`config.mk`:
```
export PLATFORM = sky130hd
export DESIGN_NAME = fps_ctrl
export DESIGN_NICKNAME = d
export VERILOG_FILES = /design/src/sv/fps_pkg.sv /design/src/sv/fps_ctrl.sv
export SDC_FILE = /design/constraint.sdc
export NUM_CORES = 1
export LEC_CHECK = 0
export ABC_AREA = 1
export BUFFER_PORTS_ARGS = -buffer_cell sky130_fd_sc_hd__buf_2
export CAP_MARGIN = 30
export CORE_ASPECT_RATIO = 0.8
export CORE_MARGIN = 8
export CORE_UTILIZATION = 45
export DETAILED_ROUTE_END_ITERATION = 16
export GPL_TIMING_DRIVEN = 0
export PLACE_DENSITY_LB_ADDON = 0.1
export RECOVER_POWER = 25
export SLEW_MARGIN = 0
export SYNTH_ARGS = -nofsm -noshare
export SYNTH_HDL_FRONTEND = slang
export SYNTH_SLANG_ARGS = --single-unit
```
`constraint.sdc`:
```
create_clock -name clk -period 1.3 [get_ports clk]
set_input_delay 0.195 -clock clk [delete_from_list [all_inputs] [get_ports clk]]
set_output_delay 0.195 -clock clk [all_outputs]
set_load 0.01 [all_outputs]
```
`src/sv/fps_pkg.sv`:
```
`timescale 1ns / 1ps
package fps_pkg;

  localparam logic [30:0] NS_PER_SEC = 31'd1000000000;
  localparam int MUL_STEPS = 31;
  localparam int MUL_CW = 5;
  localparam int DIV_STEPS = 128;
  localparam int DIV_CW = 7;

  typedef enum logic [2:0] {
    ST_GEN_MISMATCH   = 3'd0,
    ST_EPOCH_MISMATCH = 3'd1,
    ST_INVALID        = 3'd2,
    ST_WAIT           = 3'd3,
    ST_DROP           = 3'd4,
    ST_READY          = 3'd5
  } status_t;

  typedef enum logic [4:0] {
    S_IDLE, S_CHECK,
    S_REP_MA, S_REP_MB, S_REP_DEC,
    S_LOOP_MUL, S_LOOP_DIV, S_LOOP_DEC,
    S_NRM_MA, S_NRM_MB, S_NRM_DEC1, S_NRM_MC, S_NRM_MD, S_NRM_DEC2,
    S_NRM_MUL, S_NRM_DIV, S_NRM_DEC3,
    S_FIN
  } fsm_state_t;

  typedef enum logic [2:0] {
    M_PV_LPS, M_LPV_PS, M_PV_APS, M_APV_PS, M_DIFF_NS, M_LDV_NS
  } mul_sel_t;

  typedef enum logic {DEN_SCALES, DEN_DUR} den_sel_t;

  typedef enum logic [2:0] {C_NONE, C_ANCHOR, C_LOOP, C_NORMAL, C_REPEAT} commit_t;

  typedef struct packed {
    logic [31:0]        frame_generation;
    logic [31:0]        frame_epoch;
    logic [31:0]        frame_sequence;
    logic [31:0]        frame_loop;
    logic signed [63:0] pts_value;
    logic [30:0]        pts_scale;
    logic signed [63:0] duration_value;
    logic [30:0]        duration_scale;
    logic [31:0]        current_generation;
    logic [31:0]        current_epoch;
    logic [63:0]        now_ns;
  } in_item_t;

  typedef struct packed {
    logic     capture;
    logic     mul_start;
    mul_sel_t mul_sel;
    logic     pa_load;
    logic     diff_load;
    logic     sp_load;
    logic     div_start;
    den_sel_t div_sel;
    commit_t  commit;
    logic     use_dn;
    logic     out_load;
    logic     rej;
    status_t  rej_code;
  } cmd_t;

  typedef struct packed {
    logic gen_mis;
    logic ep_mis;
    logic ps_zero;
    logic need_anchor;
    logic is_repeat;
    logic lps_zero;
    logic aps_zero;
    logic loop_older;
    logic loop_new;
    logic dur_ok;
    logic mul_done;
    logic div_done;
    logic diff_neg;
    logic diff_zero;
    logic q_hi_zero;
    logic q_lo_zero;
    logic ovf_loop;
    logic ovf_norm;
    logic due_lt_last;
    logic out_free;
  } sts_t;

  function automatic logic [63:0] mag64(input logic [63:0] v);
    return v[63] ? (~v + 64'd1) : v;
  endfunction

endpackage

```
`src/sv/fps_ctrl.sv`:
```
`timescale 1ns / 1ps
module fps_ctrl import fps_pkg::*; (
  input  logic clk,
  input  logic rst_n,
  input  logic in_valid,
  output logic in_ready,
  input  sts_t sts,
  output cmd_t cmd
);

  fsm_state_t state_r, state_nxt;
  logic       rej_r, rej_nxt;
  status_t    code_r, code_nxt;
  logic       loopdur_r, loopdur_nxt;
  logic       use_dn;

  always_ff @(posedge clk) begin
    if (!rst_n) begin
      state_r   <= S_IDLE;
      rej_r     <= 1'b0;
      code_r    <= ST_INVALID;
      loopdur_r <= 1'b0;
    end else begin
      state_r   <= state_nxt;
      rej_r     <= rej_nxt;
      code_r    <= code_nxt;
      loopdur_r <= loopdur_nxt;
    end
  end

  assign use_dn = loopdur_r && sts.q_hi_zero && !sts.q_lo_zero;

  always_comb begin
    state_nxt   = state_r;
    rej_nxt     = rej_r;
    code_nxt    = code_r;
    loopdur_nxt = loopdur_r;
    in_ready    = (state_r == S_IDLE);
    cmd         = '0;
    cmd.mul_sel = M_PV_LPS;
    cmd.div_sel = DEN_SCALES;
    cmd.commit  = C_NONE;
    cmd.rej_code = code_r;
    cmd.rej     = rej_r;

    unique case (state_r)
      S_IDLE: begin
        if (in_valid) begin
          cmd.capture = 1'b1;
          state_nxt   = S_CHECK;
        end
      end
      S_CHECK: begin
        rej_nxt   = 1'b1;
        code_nxt  = ST_INVALID;
        state_nxt = S_FIN;
        priority if (sts.gen_mis) begin
          code_nxt = ST_GEN_MISMATCH;
        end else if (sts.ep_mis) begin
          code_nxt = ST_EPOCH_MISMATCH;
        end else if (sts.ps_zero) begin
          code_nxt = ST_INVALID;
        end else if (sts.need_anchor) begin
          rej_nxt    = 1'b0;
          cmd.commit = C_ANCHOR;
        end else if (sts.is_repeat) begin
          if (!sts.lps_zero) begin
            cmd.mul_start = 1'b1;
            cmd.mul_sel   = M_PV_LPS;
            state_nxt     = S_REP_MA;
          end
        end else if (sts.loop_older) begin
          code_nxt = ST_INVALID;
        end else if (sts.loop_new) begin
          loopdur_nxt = sts.dur_ok;
          if (sts.dur_ok) begin
            cmd.mul_start = 1'b1;
            cmd.mul_sel   = M_LDV_NS;
            state_nxt     = S_LOOP_MUL;
          end else begin
            state_nxt = S_LOOP_DEC;
          end
        end else begin
          if (!sts.lps_zero && !sts.aps_zero) begin
            cmd.mul_start = 1'b1;
            cmd.mul_sel   = M_PV_LPS;
            cmd.sp_load   = 1'b1;
            state_nxt     = S_NRM_MA;
          end
        end
      end
      S_REP_MA: begin
        if (sts.mul_done) begin
          cmd.pa_load   = 1'b1;
          cmd.mul_start = 1'b1;
          cmd.mul_sel   = M_LPV_PS;
          state_nxt     = S_REP_MB;
        end
      end
      S_REP_MB: begin
        if (sts.mul_done) begin
          cmd.diff_load = 1'b1;
          state_nxt     = S_REP_DEC;
        end
      end
      S_REP_DEC: begin
        state_nxt = S_FIN;
        if (sts.diff_zero) begin
          rej_nxt    = 1'b0;
          cmd.commit = C_REPEAT;
        end
      end
      S_LOOP_MUL: begin
        if (sts.mul_done) begin
          cmd.div_start = 1'b1;
          cmd.div_sel   = DEN_DUR;
          state_nxt     = S_LOOP_DIV;
        end
      end
      S_LOOP_DIV: begin
        if (sts.div_done) begin
          state_nxt = S_LOOP_DEC;
        end
      end
      S_LOOP_DEC: begin
        state_nxt = S_FIN;
        // end of the last frame counts only for a usable duration
        if (!(use_dn && sts.ovf_loop)) begin
          rej_nxt    = 1'b0;
          cmd.commit = C_LOOP;
          cmd.use_dn = use_dn;
        end
      end
      S_NRM_MA: begin
        if (sts.mul_done) begin
          cmd.pa_load   = 1'b1;
          cmd.mul_start = 1'b1;
          cmd.mul_sel   = M_LPV_PS;
          state_nxt     = S_NRM_MB;
        end
      end
      S_NRM_MB: begin
        if (sts.mul_done) begin
          cmd.diff_load = 1'b1;
          state_nxt     = S_NRM_DEC1;
        end
      end
      S_NRM_DEC1: begin
        if (sts.diff_neg || sts.diff_zero) begin
          state_nxt = S_FIN;
        end else begin
          cmd.mul_start = 1'b1;
          cmd.mul_sel   = M_PV_APS;
          state_nxt     = S_NRM_MC;
        end
      end
      S_NRM_MC: begin
        if (sts.mul_done) begin
          cmd.pa_load   = 1'b1;
          cmd.mul_start = 1'b1;
          cmd.mul_sel   = M_APV_PS;
          state_nxt     = S_NRM_MD;
        end
      end
      S_NRM_MD: begin
        if (sts.mul_done) begin
          cmd.diff_load = 1'b1;
          state_nxt     = S_NRM_DEC2;
        end
      end
      S_NRM_DEC2: begin
        if (sts.diff_neg) begin
          state_nxt = S_FIN;
        end else begin
          cmd.mul_start = 1'b1;
          cmd.mul_sel   = M_DIFF_NS;
          state_nxt     = S_NRM_MUL;
        end
      end
      S_NRM_MUL: begin
        if (sts.mul_done) begin
          cmd.div_start = 1'b1;
          cmd.div_sel   = DEN_SCALES;
          state_nxt     = S_NRM_DIV;
        end
      end
      S_NRM_DIV: begin
        if (sts.div_done) begin
          state_nxt = S_NRM_DEC3;
        end
      end
      S_NRM_DEC3: begin
        state_nxt = S_FIN;
        if (sts.q_hi_zero && !sts.ovf_norm && !sts.due_lt_last) begin
          rej_nxt    = 1'b0;
          cmd.commit = C_NORMAL;
        end
      end
      S_FIN: begin
        if (sts.out_free) begin
          cmd.out_load = 1'b1;
          state_nxt    = S_IDLE;
        end
      end
      default: begin
        state_nxt = S_IDLE;
      end
    endcase
  end

endmodule

```
==> flow_metrics.tcl <==
set metrics [dict create \
    worst-path-buf-inv 4 \
    reg2reg_from "state_r[2]$_SDFFE_PN0P_" \
    crit_slowest_cell "dfxtp_4" \
    cts-root-buf "clkbuf_4" \
    critPathArrivalTime_ns 1.61 \
    avgViaCountPerCell 5.71 \
    die_area_mm2 0.00449 \
    final_cells 326 \
    synthesis.nets 233 \
    dr_total_vias 1863 \
    slew_violations 0 \
    fin_util 0.841 \
    nets 314 \
    holdCritStartpoint "sts[18]" \
    rsz0062_at_grt "yes" \
    cap_violations 0 \
    cpMostUsedCell "nor2_4" \
    dp.cells 287 \
    hold_class "input pin to flop" \
    hold_viol 0 \
    place.gp.congestion 0.889 \
    drive_gt1_frac 0.541 \
    dpl.hpwl_um 2810 \
    antenna_found_initial 0 \
    tns_ns -7.77 \
    drc 0 \
    skew_ns 0.00872 \
    io_buffer_count 41 \
    setup_viol 23 \
    grt_start_max_net_pins 11 \
    min_to "code_r[0]$_SDFFE_PN0P_" \
    status "complete, but fails checks" \
    p_leak_nw 1.05 \
    grtUsageTotal 0.179 \
    synthCells 210 \
    io_pins 43 \
    cp_slowest_stage_delay_ns 0.43 \
    hold_path_depth 3 \
    clock.fmax_mhz 555 \
    cts_hold_buf 0 \
    antennaDiodeCount 0 \
    startpoint_type "flop" \
    cp_max_fo 6 \
    dp_slack_ns -0.365 \
    ys_types 24 \
    synth_warnings 0 \
    cp-end-kind "primary output" \
    synth_area_mm2 0.00117 \
    reg2reg_to "state_r[4]$_SDFFE_PN0P_" \
    avgSynthCellArea_um2 5.56 \
    peakVddDrop_mv 0.451 \
    area_delta_synth_final_pct 77.5 \
    critPathTopFamily "simple AND/OR/NAND/NOR gates" \
    cts_made_buffers 3 \
    ant_nets 0 \
    fin_crit_sh 1.39 \
    setup_ws_ns -0.503 \
    violations "negative setup slack" \
    cp_cell_sequence "inv_4 -> nor2_4 -> nand3_4 -> nor2_4 -> inv_2 -> nor3_4 -> inv_1 -> nand2_2 -> buf_6" \
    reg2reg_slack_ns -0.40 \
    p_per_area_mw_per_mm2 1000 \
    die_w_um 72.9 \
    path_clk_slew_ns 0.07 \
    p_total_mw 2.08 \
    cts_tree "built" \
    worst_r2r_path_depth 10 \
    clock-sinks 9 \
    grt_overflow 0 \
    die_h_um 61.6 \
    core_mm2 0.00246 \
    worst-setup-path-type "flop to primary output" \
    rows 16 \
    ys_seq_elements 9 \
    clock_path_buffers 2 \
    grt_pass1_vias 1464 \
    period_needed_ns 1.80 \
    cp_data_required_time_ns 1.11 \
    finalWirelength_um 5440 \
    wire_per_inst_um 16.7 \
    worstSkewPairLatency_ns 0.27 \
    ys_seq_area_frac 0.154 \
    drtPass1Iterations 4 \
    grt_pass1_wl_um 6510 \
    initial_core_util 0.474 \
    h-tree-depth 1 \
    drt_iter0_drc 149 \
]
[area by class of cell]
type	instances	area, um2
buffer	3	26.3
clock buffer	4	26.3
fill	151	390
inverter	31	129
multi-input combinational	164	1090
sequential	9	199
tap	36	45.0
timing repair buffer	79	558
[worst reg2reg max path, stage by stage (launching register included)]
cell and delay (ns):
dfxtp_4 0.41, nor2_4 0.07, buf_4 0.13, buf_6 0.13, buf_4 0.13, nand4_1 0.09
nand2_2 0.08, nor2_4 0.20, buf_12 0.15, nand3_2 0.08, a21oi_2 0.14
[through the flow]
step                area, um2  hold WS (ns)
floorplan                1220         0.316
global placement         1470         0.437
detailed placement       1470         0.439
CTS                      1730         0.168
global route             2070         0.225
finish                   2070         0.227
[cell families after synthesis]
kind of cell,Yosys count,share of synthesized area
buffers and inverters,37,0.138
AND/OR/NAND/NOR,146,0.630
AO/OA/AOI/OAI,17,0.0740
other,1,0.00321
flip-flops,9,0.154
[power breakdown]
group	internal, mW	switching [mW]	leakage [nW]
clock network	0.119	0.108	0.0150
registers	0.334	0.0808	0.0772
logic	0.648	0.789	0.956
total	1.10	0.978	1.05
[synth_stat cells, drive strengths merged]
library cell,count,share of area
conb,1,0.0032
nand4,7,0.038
o21ai,3,0.013
nor4,1,0.0054
buf,6,0.039
o22ai,1,0.0054
a21oi,13,0.056
nor3b,1,0.0064
inv,29,0.093
nor2,34,0.15
clkinv,2,0.0064
nand3,38,0.19
dfxtp,9,0.15
nand2,56,0.19
nor3,6,0.030
nand3b,3,0.019
[placed cells by master, fill, tap and decap left out, types with 2 or more instances in the layout]
master	synthesis	final
a21oi_1	13	5
a21oi_2	0	8
buf_2	0	37
buf_4	6	29
buf_6	0	14
clkbuf_1	0	2
clkbuf_4	0	3
clkinv_1	2	2
dfxtp_1	9	4
dfxtp_4	0	5
inv_1	27	20
inv_2	2	5
inv_4	0	3
nand2_1	53	40
nand2_2	3	13
nand2_4	0	2
nand3_1	33	23
nand3_2	4	8
nand3_4	1	7
nand3b_1	3	3
nand4_1	7	7
nor2_1	23	20
nor2_2	6	4
nor2_4	5	10
nor3_1	5	3
nor3_2	1	2
[routing by layer]
metal / wire, um / up-vias / track usage / share of wire
li1: - / 839 / - / -
met1: 2110 / 870 / 0.239 / 0.39
met2: 2520 / 123 / 0.300 / 0.46
met3: 530 / 31 / 0.0358 / 0.097
met4: 284 / 0 / 0.0170 / 0.052
met5: 0 / - / 0 / 0
[repair_timing]
action	CTS	global route
buffers inserted	22	21
setup endpoints to repair	23	23
pin swaps	12	39
hold endpoints to repair	0	0
gates resized for setup	17	66
[state kept, by name, indices dropped and copies added (netlist names)]
name / count
state_r: 5
rej_r: 1
code_r: 2
loopdur_r: 1
[worst max path at each step]
stage | from | endpoint | slack, ns | cells past startpoint
detailed placement | state_r[2]$_SDFFE_PN0P_ | cmd[6] | -0.36 | 9
floorplan | state_r[2]$_SDFFE_PN0P_ | cmd[6] | -0.06 | 8
global route | state_r[0]$_SDFFE_PN0P_ | cmd[6] | -0.55 | 9
global placement | state_r[2]$_SDFFE_PN0P_ | cmd[6] | -0.37 | 9
finish | state_r[0]$_SDFFE_PN0P_ | cmd[6] | -0.50 | 9
CTS | state_r[3]$_SDFFE_PN0P_ | cmd[17] | -0.47 | 10
No activity file was read; power rests on OpenSTA's default activity.
